## config.mk

```make
export PLATFORM = sky130hd
export DESIGN_NAME = quicksort_engine
export DESIGN_NICKNAME = d
export VERILOG_FILES = /design/src/qse_pkg.sv /design/src/qse_dpath.sv /design/src/qse_ctrl.sv /design/src/quicksort_engine.sv
export VERILOG_INCLUDE_DIRS = /design/src /design/src/src
export SDC_FILE = /design/constraint.sdc
export NUM_CORES = 2
export LEC_CHECK = 0
export BUFFER_PORTS_ARGS = -buffer_cell sky130_fd_sc_hd__buf_2
export CORE_UTILIZATION = 64
export CTS_BUF_LIST = sky130_fd_sc_hd__clkbuf_16
export CTS_CLUSTER_SIZE = 24
export DETAILED_ROUTE_END_ITERATION = 10
export PLACE_DENSITY_LB_ADDON = 0.25
export REMOVE_ABC_BUFFERS = 1
export SYNTH_ARGS = -nofsm -noshare
export SYNTH_HDL_FRONTEND = slang
export SYNTH_SLANG_ARGS = --single-unit
```

## constraint.sdc

```tcl
create_clock -name clk -period 9.65 [get_ports clk]
set_input_delay 1.4475 -clock clk [delete_from_list [all_inputs] [get_ports clk]]
set_output_delay 1.4475 -clock clk [all_outputs]
set_load 0.01 [all_outputs]
```

## src/quicksort_engine_macros.svh

```systemverilog
// Assertion helpers for the quicksort engine.
`ifndef QUICKSORT_ENGINE_MACROS_SVH
`define QUICKSORT_ENGINE_MACROS_SVH

// Same-cycle implication, checked on every clock edge out of reset.
`define QSE_ASSERT_IMP(lbl, ante, cons, msg) \
  lbl: assert property (@(posedge clk) disable iff (!rst_n) (ante) |-> (cons)) \
    else $error(msg);

// Next-cycle implication, checked on every clock edge out of reset.
`define QSE_ASSERT_NXT(lbl, ante, cons, msg) \
  lbl: assert property (@(posedge clk) disable iff (!rst_n) (ante) |=> (cons)) \
    else $error(msg);

`endif

```

## src/qse_pkg.sv

```systemverilog
package qse_pkg;

  localparam int DEPTH  = 64;
  localparam int DATA_W = 32;
  localparam int IDX_W  = $clog2(DEPTH);
  localparam int CNT_W  = IDX_W + 1;

  typedef logic signed [DATA_W-1:0] data_t;
  typedef logic [IDX_W-1:0]         idx_t;
  typedef logic [CNT_W-1:0]         cnt_t;

  // one stacked sub-range, inclusive bounds
  typedef struct packed {
    idx_t lo;
    idx_t hi;
  } range_t;

  typedef enum logic [4:0] {
    S_LOAD,
    S_INIT,
    S_POP,
    S_RANGE,
    S_PIVOT,
    S_SCAN_RD,
    S_SCAN_CMP,
    S_SWAP,
    S_FIN_RD,
    S_FIN_LO,
    S_FIN_HI,
    S_PUSH1,
    S_PUSH2,
    S_OUT_RD,
    S_OUT_LD,
    S_OUT_WAIT
  } state_t;

  // datapath commands
  typedef enum logic [4:0] {
    OP_NONE,
    OP_LOAD,
    OP_INIT,
    OP_POP,
    OP_RANGE,
    OP_PIVOT,
    OP_SCAN_RD,
    OP_LP_INC,
    OP_HP_DEC,
    OP_SWAP_LO,
    OP_SWAP_HI,
    OP_FIN_RD,
    OP_FIN_LO,
    OP_FIN_HI,
    OP_PUSH_A,
    OP_PUSH_B,
    OP_OUT_RD,
    OP_OUT_LD,
    OP_OUT_NEXT
  } op_t;

  // datapath status back to the controller
  typedef struct packed {
    logic lp_gt_hp;
    logic a_le_piv;
    logic b_gt_piv;
    logic level_zero;
    logic at_last;
  } status_t;

endpackage

```

## src/qse_dpath.sv

```systemverilog
module qse_dpath (
  input  logic             clk,
  input  logic             rst_n,
  input  qse_pkg::op_t     op,
  input  qse_pkg::data_t   in_value,
  output qse_pkg::status_t status,
  output qse_pkg::data_t   out_value,
  output logic             out_last
);

  // element RAM and range stack RAM
  qse_pkg::data_t  elem_mem  [qse_pkg::DEPTH];
  qse_pkg::range_t stack_mem [qse_pkg::DEPTH];

  qse_pkg::cnt_t   count_r, level_r, lp_r;
  qse_pkg::idx_t   lo_r, hi_r, hp_r, k_r;
  qse_pkg::data_t  pivot_r, tmp_r, rd_a_r, rd_b_r, out_value_r;
  qse_pkg::range_t stk_rd_r, push_a_r, push_b_r;
  logic            push_a_ok_r, push_b_ok_r, out_last_r;

  qse_pkg::idx_t   addr_a, addr_b, wr_addr, stk_wr_addr;
  qse_pkg::data_t  wr_data;
  qse_pkg::range_t stk_wr_data, left_rng, right_rng;
  logic            wr_en, stk_wr_en, left_ok, right_ok, left_first, at_last;
  qse_pkg::cnt_t   cnt_m1, lvl_m1;
  qse_pkg::idx_t   dl, dr;

  assign cnt_m1  = count_r - qse_pkg::cnt_t'(1);
  assign lvl_m1  = level_r - qse_pkg::cnt_t'(1);
  assign at_last = (k_r == cnt_m1[qse_pkg::IDX_W-1:0]);

  // split of the finished partition into its two sub-ranges
  assign dl         = hp_r - lo_r;
  assign dr         = hi_r - hp_r;
  assign left_ok    = (dl >= qse_pkg::idx_t'(2));
  assign right_ok   = (dr >= qse_pkg::idx_t'(2));
  assign left_first = (dl > dr);
  assign left_rng   = '{lo: lo_r, hi: hp_r - qse_pkg::idx_t'(1)};
  assign right_rng  = '{lo: hp_r + qse_pkg::idx_t'(1), hi: hi_r};

  // element RAM port selection
  always_comb begin
    addr_a  = lp_r[qse_pkg::IDX_W-1:0];
    addr_b  = hp_r;
    wr_en   = 1'b0;
    wr_addr = lp_r[qse_pkg::IDX_W-1:0];
    wr_data = rd_b_r;
    case (op)
      qse_pkg::OP_RANGE:  addr_a = stk_rd_r.lo;
      qse_pkg::OP_OUT_RD: addr_a = k_r;
      qse_pkg::OP_LOAD: begin
        wr_en   = !count_r[qse_pkg::IDX_W];
        wr_addr = count_r[qse_pkg::IDX_W-1:0];
        wr_data = in_value;
      end
      qse_pkg::OP_SWAP_LO: wr_en = 1'b1;
      qse_pkg::OP_SWAP_HI: begin
        wr_en   = 1'b1;
        wr_addr = hp_r;
        wr_data = tmp_r;
      end
      qse_pkg::OP_FIN_LO: begin
        wr_en   = 1'b1;
        wr_addr = lo_r;
      end
      qse_pkg::OP_FIN_HI: begin
        wr_en   = 1'b1;
        wr_addr = hp_r;
        wr_data = pivot_r;
      end
      default: ;
    endcase
  end

  // range stack write port
  always_comb begin
    stk_wr_en   = 1'b0;
    stk_wr_addr = level_r[qse_pkg::IDX_W-1:0];
    stk_wr_data = push_a_r;
    case (op)
      qse_pkg::OP_INIT: begin
        stk_wr_en   = (count_r > qse_pkg::cnt_t'(1));
        stk_wr_addr = '0;
        stk_wr_data = '{lo: '0, hi: cnt_m1[qse_pkg::IDX_W-1:0]};
      end
      qse_pkg::OP_PUSH_A: stk_wr_en = push_a_ok_r && !level_r[qse_pkg::IDX_W];
      qse_pkg::OP_PUSH_B: begin
        stk_wr_en   = push_b_ok_r && !level_r[qse_pkg::IDX_W];
        stk_wr_data = push_b_r;
      end
      default: ;
    endcase
  end

  // memories
  always_ff @(posedge clk) begin
    if (wr_en) begin
      elem_mem[wr_addr] <= wr_data;
    end
    rd_a_r <= elem_mem[addr_a];
    rd_b_r <= elem_mem[addr_b];
  end

  always_ff @(posedge clk) begin
    if (stk_wr_en) begin
      stack_mem[stk_wr_addr] <= stk_wr_data;
    end
    if (op == qse_pkg::OP_POP) begin
      stk_rd_r <= stack_mem[lvl_m1[qse_pkg::IDX_W-1:0]];
    end
  end

  // element count and stack level
  always_ff @(posedge clk) begin
    if (!rst_n) begin
      count_r <= '0;
      level_r <= '0;
    end else begin
      case (op)
        qse_pkg::OP_LOAD: begin
          if (!count_r[qse_pkg::IDX_W]) count_r <= count_r + qse_pkg::cnt_t'(1);
        end
        qse_pkg::OP_INIT: begin
          level_r <= (count_r > qse_pkg::cnt_t'(1)) ? qse_pkg::cnt_t'(1) : '0;
        end
        qse_pkg::OP_POP: level_r <= lvl_m1;
        qse_pkg::OP_PUSH_A, qse_pkg::OP_PUSH_B: begin
          if (stk_wr_en) level_r <= level_r + qse_pkg::cnt_t'(1);
        end
        qse_pkg::OP_OUT_NEXT: begin
          if (at_last) count_r <= '0;
        end
        default: ;
      endcase
    end
  end

  // pointers, pivot and output word
  always_ff @(posedge clk) begin
    case (op)
      qse_pkg::OP_INIT: k_r <= '0;
      qse_pkg::OP_RANGE: begin
        lo_r <= stk_rd_r.lo;
        hi_r <= stk_rd_r.hi;
      end
      qse_pkg::OP_PIVOT: begin
        pivot_r <= rd_a_r;
        lp_r    <= {1'b0, lo_r} + qse_pkg::cnt_t'(1);
        hp_r    <= hi_r;
      end
      qse_pkg::OP_LP_INC: lp_r <= lp_r + qse_pkg::cnt_t'(1);
      qse_pkg::OP_HP_DEC: hp_r <= hp_r - qse_pkg::idx_t'(1);
      qse_pkg::OP_SWAP_LO: tmp_r <= rd_a_r;
      qse_pkg::OP_SWAP_HI: begin
        lp_r <= lp_r + qse_pkg::cnt_t'(1);
        hp_r <= hp_r - qse_pkg::idx_t'(1);
      end
      qse_pkg::OP_FIN_HI: begin
        // larger part goes on the stack first
        push_a_r    <= left_first ? left_rng : right_rng;
        push_a_ok_r <= left_first ? left_ok : right_ok;
        push_b_r    <= left_first ? right_rng : left_rng;
        push_b_ok_r <= left_first ? right_ok : left_ok;
      end
      qse_pkg::OP_OUT_LD: begin
        out_value_r <= rd_a_r;
        out_last_r  <= at_last;
      end
      qse_pkg::OP_OUT_NEXT: k_r <= k_r + qse_pkg::idx_t'(1);
      default: ;
    endcase
  end

  assign status.lp_gt_hp   = (lp_r > {1'b0, hp_r});
  assign status.a_le_piv   = (rd_a_r <= pivot_r);
  assign status.b_gt_piv   = (rd_b_r > pivot_r);
  assign status.level_zero = (level_r == '0);
  assign status.at_last    = at_last;

  assign out_value = out_value_r;
  assign out_last  = out_last_r;

endmodule

```

## src/qse_ctrl.sv

```systemverilog
module qse_ctrl (
  input  logic             clk,
  input  logic             rst_n,
  input  logic             in_valid,
  input  logic             in_last,
  input  logic             out_ready,
  input  qse_pkg::status_t status,
  output qse_pkg::op_t     op,
  output logic             in_ready,
  output logic             out_valid
);

  qse_pkg::state_t state_r, state_nxt;

  always_ff @(posedge clk) begin
    if (!rst_n) begin
      state_r <= qse_pkg::S_LOAD;
    end else begin
      state_r <= state_nxt;
    end
  end

  // sequencer: load, partition loop over the range stack, then unload
  always_comb begin
    state_nxt = state_r;
    op        = qse_pkg::OP_NONE;
    in_ready  = 1'b0;
    out_valid = 1'b0;
    case (state_r)
      qse_pkg::S_LOAD: begin
        in_ready = 1'b1;
        if (in_valid) begin
          op = qse_pkg::OP_LOAD;
          if (in_last) state_nxt = qse_pkg::S_INIT;
        end
      end
      qse_pkg::S_INIT: begin
        op        = qse_pkg::OP_INIT;
        state_nxt = qse_pkg::S_POP;
      end
      qse_pkg::S_POP: begin
        if (status.level_zero) begin
          state_nxt = qse_pkg::S_OUT_RD;
        end else begin
          op        = qse_pkg::OP_POP;
          state_nxt = qse_pkg::S_RANGE;
        end
      end
      qse_pkg::S_RANGE: begin
        op        = qse_pkg::OP_RANGE;
        state_nxt = qse_pkg::S_PIVOT;
      end
      qse_pkg::S_PIVOT: begin
        op        = qse_pkg::OP_PIVOT;
        state_nxt = qse_pkg::S_SCAN_RD;
      end
      qse_pkg::S_SCAN_RD: begin
        op        = qse_pkg::OP_SCAN_RD;
        state_nxt = qse_pkg::S_SCAN_CMP;
      end
      qse_pkg::S_SCAN_CMP: begin
        // pointers crossed: partition done
        if (status.lp_gt_hp) begin
          state_nxt = qse_pkg::S_FIN_RD;
        end else if (status.a_le_piv) begin
          op        = qse_pkg::OP_LP_INC;
          state_nxt = qse_pkg::S_SCAN_RD;
        end else if (status.b_gt_piv) begin
          op        = qse_pkg::OP_HP_DEC;
          state_nxt = qse_pkg::S_SCAN_RD;
        end else begin
          op        = qse_pkg::OP_SWAP_LO;
          state_nxt = qse_pkg::S_SWAP;
        end
      end
      qse_pkg::S_SWAP: begin
        op        = qse_pkg::OP_SWAP_HI;
        state_nxt = qse_pkg::S_SCAN_RD;
      end
      qse_pkg::S_FIN_RD: begin
        op        = qse_pkg::OP_FIN_RD;
        state_nxt = qse_pkg::S_FIN_LO;
      end
      qse_pkg::S_FIN_LO: begin
        op        = qse_pkg::OP_FIN_LO;
        state_nxt = qse_pkg::S_FIN_HI;
      end
      qse_pkg::S_FIN_HI: begin
        op        = qse_pkg::OP_FIN_HI;
        state_nxt = qse_pkg::S_PUSH1;
      end
      qse_pkg::S_PUSH1: begin
        op        = qse_pkg::OP_PUSH_A;
        state_nxt = qse_pkg::S_PUSH2;
      end
      qse_pkg::S_PUSH2: begin
        op        = qse_pkg::OP_PUSH_B;
        state_nxt = qse_pkg::S_POP;
      end
      qse_pkg::S_OUT_RD: begin
        op        = qse_pkg::OP_OUT_RD;
        state_nxt = qse_pkg::S_OUT_LD;
      end
      qse_pkg::S_OUT_LD: begin
        op        = qse_pkg::OP_OUT_LD;
        state_nxt = qse_pkg::S_OUT_WAIT;
      end
      qse_pkg::S_OUT_WAIT: begin
        out_valid = 1'b1;
        if (out_ready) begin
          op        = qse_pkg::OP_OUT_NEXT;
          state_nxt = status.at_last ? qse_pkg::S_LOAD : qse_pkg::S_OUT_RD;
        end
      end
      default: state_nxt = qse_pkg::S_LOAD;
    endcase
  end

endmodule

```

## src/quicksort_engine.sv

```systemverilog
// Load: one input word per cycle into the element RAM (up to 64 words, extras dropped).
// Sort: each partition scans its range with two pointers and swaps pairs, paced by the
//   single write port and registered reads of the element RAM.
// Unload: words wait for out_ready; the next set is taken after the flagged last word.
// Reset clears the sequencer, element count and stack level; the element RAM is not
//   cleared, only entries written for the current set are read.
`include "quicksort_engine_macros.svh"

module quicksort_engine (
  input  logic                  clk,
  input  logic                  rst_n,
  input  logic                  in_valid,
  output logic                  in_ready,
  input  logic signed [qse_pkg::DATA_W-1:0] in_value,
  input  logic                  in_last,
  output logic                  out_valid,
  input  logic                  out_ready,
  output logic signed [qse_pkg::DATA_W-1:0] out_sorted_value,
  output logic                  out_end_of_set
);

  qse_pkg::op_t     op;
  qse_pkg::status_t status;
  logic             last_in_acc, last_out_acc;

  qse_ctrl u_ctrl (
    .clk       (clk),
    .rst_n     (rst_n),
    .in_valid  (in_valid),
    .in_last   (in_last),
    .out_ready (out_ready),
    .status    (status),
    .op        (op),
    .in_ready  (in_ready),
    .out_valid (out_valid)
  );

  qse_dpath u_dpath (
    .clk       (clk),
    .rst_n     (rst_n),
    .op        (op),
    .in_value  (in_value),
    .status    (status),
    .out_value (out_sorted_value),
    .out_last  (out_end_of_set)
  );

  // closing words accepted on either side
  assign last_in_acc  = in_valid && in_ready && in_last;
  assign last_out_acc = out_valid && out_ready && out_end_of_set;

  // loading and unloading never overlap
  `QSE_ASSERT_IMP(a_no_overlap, in_ready, !out_valid, "load and unload overlap")
  // closing word of a set stops loading
  `QSE_ASSERT_NXT(a_last_stops_load, last_in_acc, !in_ready, "load after last word")
  // final output word returns to loading
  `QSE_ASSERT_NXT(a_end_to_load, last_out_acc, in_ready && !out_valid, "no return to load")

endmodule
```

* Word level (Yosys, flattened, before mapping)
Memories as Yosys holds them, arrays and structs flattened. A register that Yosys moved wholly into a read port is not among the register bits.
Index checks and enable logic that the tools add are counted.
Widths: inputs -> output; s select.
** Storage, ports and cells
- Output and inout port bits :: 35
- Register bits after elaboration :: 173
- Memories kept :: 2
- Bits in writable memories :: 2816
** Memory list
- u_dpath.elem_mem :: words 64, bits a word 32, read ports 2, clocked after memory_dff 2, write ports 1, line qse_dpath.sv:12 : qse_pkg::data_t elem_mem [qse_pkg::DEPTH];
- u_dpath.stack_mem :: words 64, bits a word 12, read ports 1, clocked after memory_dff 1, write ports 1, line qse_dpath.sv:13 : qse_pkg::range_t stack_mem [qse_pkg::DEPTH];
** Operators by class
- Add/sub/neg operators :: 11
- Muxes and demuxes :: 42
- Reductions and logical operators :: 22
- Order comparisons :: 7
- Equal/unequal tests :: 38
** Operators by type and width (number)
- $pmux 32 s3 :: 1
- $pmux 5 s16 :: 1
- $eq 5x4->1 const B :: 15
- $pmux 5 s14 :: 1
- $mux 5 :: 8
- $pmux 6 s2 :: 3
- $eq 5x3->1 const B :: 7
- $gt 32x32->1 :: 1
- $le 32x32->1 :: 1
- $pmux 7 s2 :: 2
- $mux 12 :: 2
- $pmux 12 s2 :: 1
- $add 7x1->7 const B :: 3
- $mux 7 :: 3
- $pmux 7 s3 :: 1
- $eq 5x2->1 const B :: 4
- $pmux 6 s3 :: 1
- $eq 5x5->1 const B :: 3
- $add 6x1->6 const B :: 2
- $ge 6x2->1 const B :: 2
- $reduce_or 2->1 :: 6
- $sub 6x1->6 const B :: 2
- $sub 6x6->6 :: 2
- $mux 1 :: 11
- other kinds (23) :: 37

* Logic depth before layout (Yosys ltp)
- Word-level depth :: 10
- Mapped depth :: 20
- Mapped depth without buffers :: 17

* Hierarchy
A second synthesis with hierarchy kept.
** Second synthesis, totals
- Cells, all modules :: 8751
- Area total of the unflattened synthesis :: 138497.8 um^2
** By module, submodules not included
- qse_dpath :: area each 138021.1 um^2, cells an instance 8676, sequential area each 91107.4 um^2, instances 1
- qse_ctrl :: area each 476.7 um^2, cells an instance 75, sequential area each 80.1 um^2, instances 1

* Least setup slack after synthesis
No wires, ideal clock.
- Path type :: reg2reg
- Start :: register u_dpath.hp_r[3] (netlist: u_dpath.addr_b[3])
- End :: memory u_dpath.elem_mem[17][0] (netlist bit), enable pin
- Arrival :: 8.299 ns
- Clock period less this slack :: 8.800 ns
- Required time :: 9.148 ns
- Setup slack :: 0.850 ns
- Cell stages (with the launch flop) :: 17
- Library setup time :: 0.502 ns
- Cell sequence :: edfxtp_1 > inv_2 > clkbuf_1 > buf_1 > ha_1 > a21o_1 > a21oi_1 > o2111ai_1 > and2_1 > buf_4 > o31ai_4 > nor2_2 > buf_6 > nor3_2 > a22oi_1 > clkbuf_1 > nor4_1
** Between the ends
- Word-level cells in the longest chain between the ends :: 8
** RTL lines
- start: declaration :: line qse_dpath.sv:16 : qse_pkg::idx_t lo_r, hi_r, hp_r, k_r;
- start signal: assignment :: line qse_dpath.sv:149 : hp_r <= hi_r;
- start signal: assignment :: line qse_dpath.sv:152 : qse_pkg::OP_HP_DEC: hp_r <= hp_r - qse_pkg::idx_t'(1);
- start signal: assignment :: line qse_dpath.sv:156 : hp_r <= hp_r - qse_pkg::idx_t'(1);
- $gt 7x6->1 :: line qse_dpath.sv:174 : assign status.lp_gt_hp = (lp_r > {1'b0, hp_r});
- $mux 5 :: line qse_ctrl.sv:63 : if (status.lp_gt_hp) begin
- $pmux 5 s16 :: line qse_ctrl.sv:29 : case (state_r)
- $eq 5x4->1 :: line qse_dpath.sv:48 : case (op)
- $reduce_or 4->1 (no line)
- $pmux 1 s2 :: line qse_dpath.sv:48
- $mux 1 :: line qse_dpath.sv:97 : if (wr_en) begin
- $mux 1 (implied by the code) :: line qse_dpath.sv:98 : elem_mem[wr_addr] <= wr_data;
- end: declaration :: line qse_dpath.sv:12
Parallel ways exist; a longest one is shown, timed or not.

* Worst setup path after layout
- Start :: register u_dpath.hp_r[1] (netlist: u_dpath.addr_b[1])
- End :: memory u_dpath.elem_mem[57][4] (netlist bit), enable pin
Same word-level chain as after synthesis.

==> impl_summary.txt <==
----------------------------------------------------
[Global route]
  Pin count of the biggest net entering global routing ... 168
  Number of global-route vias before repair ... 92,300
  Antenna violations before repair ... 30
  First-pass GRT wire length ... 643,000 µm
  Total global-route track usage ... 41.3%
  Final global-route overflow total ... 0

[Finish]
  Most common cell after layout, fill and taps aside ... edfxtp_1
  Commonest cells after routing, fill and taps aside ... 2,982 x edfxtp_1, 1,816 x nand2_1, 924 x mux4_2
  Nets ... 9,360
  Layout area overhead ... 10.8%
  Share of cells above drive strength 1 ... 21.0%
  Non-filler cells, final ... 12,300

[Min path]
  Worst Hold Launch ... u_dpath.stk_rd_r[1]$_DFFE_PP_
  Worst hold path type ... reg2reg
  Cell depth of the worst hold path ... 0

[STA]
  Clock tree skew after final layout ... 70.5 ps
  Slew Limit Headroom ... 3.33%
  Final-report setup violation count ... 0
  Setup WS post-layout ... 2570 ps
  Final clock period utilization by the worst path ... 73.4%
  Final Hold Vio Count ... 0
  Unrepaired setup endpoints after global routing ... false
  Maximum clock frequency ... 141 MHz
  Count of final max-slew check failures ... 0
  Final Critical Period ... 7080 ps
  Total negative setup slack ... 0 ps
  Tightest Pin Transition ... 1440 ps

[Power]
  Sequential group share of total power ... 38.3%
  Peak ir drop on the vdd network ... 0.243 mV
  Clock Power Share ... 25.0%
  Net Sw Power ... 17.5 mW
  Internal cell power ... 30.2 mW
  Gate power share ... 36.7%
  Switching portion of total power ... 36.6%
  Total power density per cell area ... 309 nW/µm²
  LEAKAGE ... 50.5 nW

[Yosys]
  Average footprint of a synthesized cell ... 15.1 µm²
  Synthesized instance count ... 9,257
  Unique cell type count in the Yosys netlist ... 87
  Part of the Yosys area used for sequential elements ... 65.4%
  Share of synthesized flip-flops with an asynchronous set or reset ... 0%
  Post-synth design cell area ... 139,000 µm²
  Number of warnings issued by yosys ... 0
  FF+latch count, synth ... 3,064
  Number of enable flip-flop cells after synthesis ... 2,982
  Most used DFF post-synth ... edfxtp_1

[Floorplanning]
  Placeable Area ... 215,000 µm²
  Initial core utilization ... 64.7%
  Vert. Die Dim ... 469 µm
  Area of the die ... 220,000 µm²
  Total number of placement rows ... 170
  Die width ... 469 µm
  I/O pin cnt ... 72

[Clock network]
  Clk Latency, worst-skew pair ... 990 ps
  Post-CTS sizing ... 0
  Clock buffers created by TritonCTS ... 320
  Root buf cell ... clkbuf_16
  CTS Hold Bufs ... 0
  Clock tree from TritonCTS ... done
  Post-CTS setup buffers ... 0
  Maximum number of buffers from clock root to sink ... 4
  Clock tree sinks ... 3,064
  CTS H-tree lvls ... 5
  Clock transition at path regs ... 60 ps

[Route]
  Detail-routed net length per standard cell ... 36.9 µm
  Final antenna-violating net count ... 0
  Vias post-DR ... 95,500
  Drt initial violations ... 19,200
  Residual DRC count ... 0
  Vias per cell ... 7.76
  Number of detailed-routing iterations run before antenna repair ... 9
  Final routed wirelength across all metal layers ... 454,000 µm

[Setup path]
  Critical register-to-register path startpoint ... u_dpath.addr_b[1]$_DFFE_PP_
  Sort of element at the start of the critical path ... register
  Path type of the worst setup path ... reg2reg
  Crit. Startpoint ... u_dpath.addr_b[1]$_DFFE_PP_
  Required time of the critical path ... 10,250 ps
  Arrival @ worst endpoint ... 7680 ps
  Maximum fanout encountered on the critical timing path ... 93
  Cell count of the worst reg-to-reg path ... 13
  Crit. End Element ... register

[Placement]
  Half-perimeter wire length after detailed placement ... 258,000 µm
  PortBufs ... 71
  RD Place Congestion ... 0.988
  Placed instance count ... 11,700
  Post-Place Worst Slack ... 3090 ps

[Status]
  Result of the run ... finished clean

[Job]
  Max capacitance violation total ... 0

----------------------------------------------------
==> final timing paths <==
kind                                       end  slack, ps
max          u_dpath.elem_mem[57][4]$_DFFE_PP_       2570
min                  u_dpath.hi_r[1]$_DFFE_PN_        430
max reg2reg  u_dpath.elem_mem[57][4]$_DFFE_PP_       2570
min reg2reg          u_dpath.hi_r[1]$_DFFE_PN_        430
==> through the flow <==
stage | power, mW | instance area (µm²) | utilization (%) | hold WS [ps]
final | 47.7 | 154000 | 71.7 | 434
after global routing | 48.7 | 154000 | 71.6 | 434
after CTS | 47.0 | 154000 | 71.6 | 432
after detailed placement | 35.2 | 144000 | 67.0 | 418
after global placement | 34.7 | 144000 | 67.0 | 407
after floorplan | 32.8 | 136000 | - | 400
==> power groups by stage <==
| stage | registers, mW | clock network (mW) | logic, mW |
|---|---|---|---|
| final | 18.3 | 11.9 | 17.5 |
| after global routing | 18.3 | 12.4 | 17.9 |
| after CTS | 18.2 | 11.9 | 16.8 |
| after floorplan | 19.3 | 0 | 13.6 |
| after detailed placement | 18.5 | 0 | 16.7 |
| after global placement | 18.5 | 0 | 16.2 |
==> state kept, by name (all words and copies together), names as in the netlist, 12 cells and up <==
register,flops
u_dpath.stk_rd_r,12
u_dpath.push_b_r,12
u_dpath.rd_a_r,32
u_dpath.rd_b_r,32
u_dpath.out_value,32
u_dpath.tmp_r,32
u_dpath.pivot_r,32
u_dpath.stack_mem,768
u_dpath.push_a_r,12
u_dpath.elem_mem,2048
==> cell usage after synthesis (all sizes together), types with 6 or more instances <==
cell type	n	share of area [%]
a211oi	171	0.92
a21o	16	0.086
a21oi	144	0.52
a22o	7	0.044
a22oi	44	0.24
a311o	14	0.10
a311oi	385	2.4
a31oi	72	0.33
and2	11	0.049
and3	178	0.80
buf	291	0.94
clkbuf	464	1.2
dfxtp	82	1.2
edfxtp	2982	64
ha	95	0.85
inv	75	0.20
mux2	17	0.14
mux2i	13	0.093
mux4	924	15
nand2	1821	4.9
nand2b	7	0.031
nand3	901	3.2
nand4	19	0.085
nor2	121	0.33
nor2b	6	0.027
nor3	103	0.38
nor4	98	0.50
o21ai	52	0.19
o31ai	8	0.057
or3	6	0.027
xnor2	32	0.20
xor2	15	0.094
==> cell families (layout without fill, tap and decap cells) <==
kind of cell,after synthesis,count (layout),synth area share (%)
AND/OR/NAND/NOR,3292,3292,10.5
flip-flops,3064,3064,65.4
AO/OA/AOI/OAI,972,972,5.34
multiplexers,954,954,15.2
buffers and inverters,830,1031,2.39
adder cells (fa/ha/maj),97,97,0.881
XOR/XNOR,48,48,0.312
other,0,15,0
==> critical path, stage by stage (launching register included) <==
cell,delay [ps]
edfxtp_1,320
buf_4,760
inv_1,420
ha_1,430
a21oi_1,200
o2111ai_1,230
a21oi_1,740
o2111a_1,690
nor2_2,320
nor3_4,290
buf_12,590
o21ai_2,530
nor4_2,370
buf_4,680
==> cell type report <==
cell class / count / area, µm²
Timing Repair Buffer: 402 / 3120
Tap cell: 2838 / 3550
Antenna cell: 15 / 37.5
Fill cell: 12800 / 61100
Sequential cell: 3064 / 91200
Multi-Input combinational cell: 5363 / 46300
Clock buffer: 327 / 8180
Inverter: 75 / 292
Clock inverter: 227 / 1710
==> per-layer routing <==
metal  vias up  track usage (%)  wire [µm]
li1      36900                -          -
met1     47000             54.7     146000
met2      9662             59.3     198000
met3      1994             13.4      74800
met4        22             26.7      35500
met5         -                0        150
(Power assumes the default switching activity.)
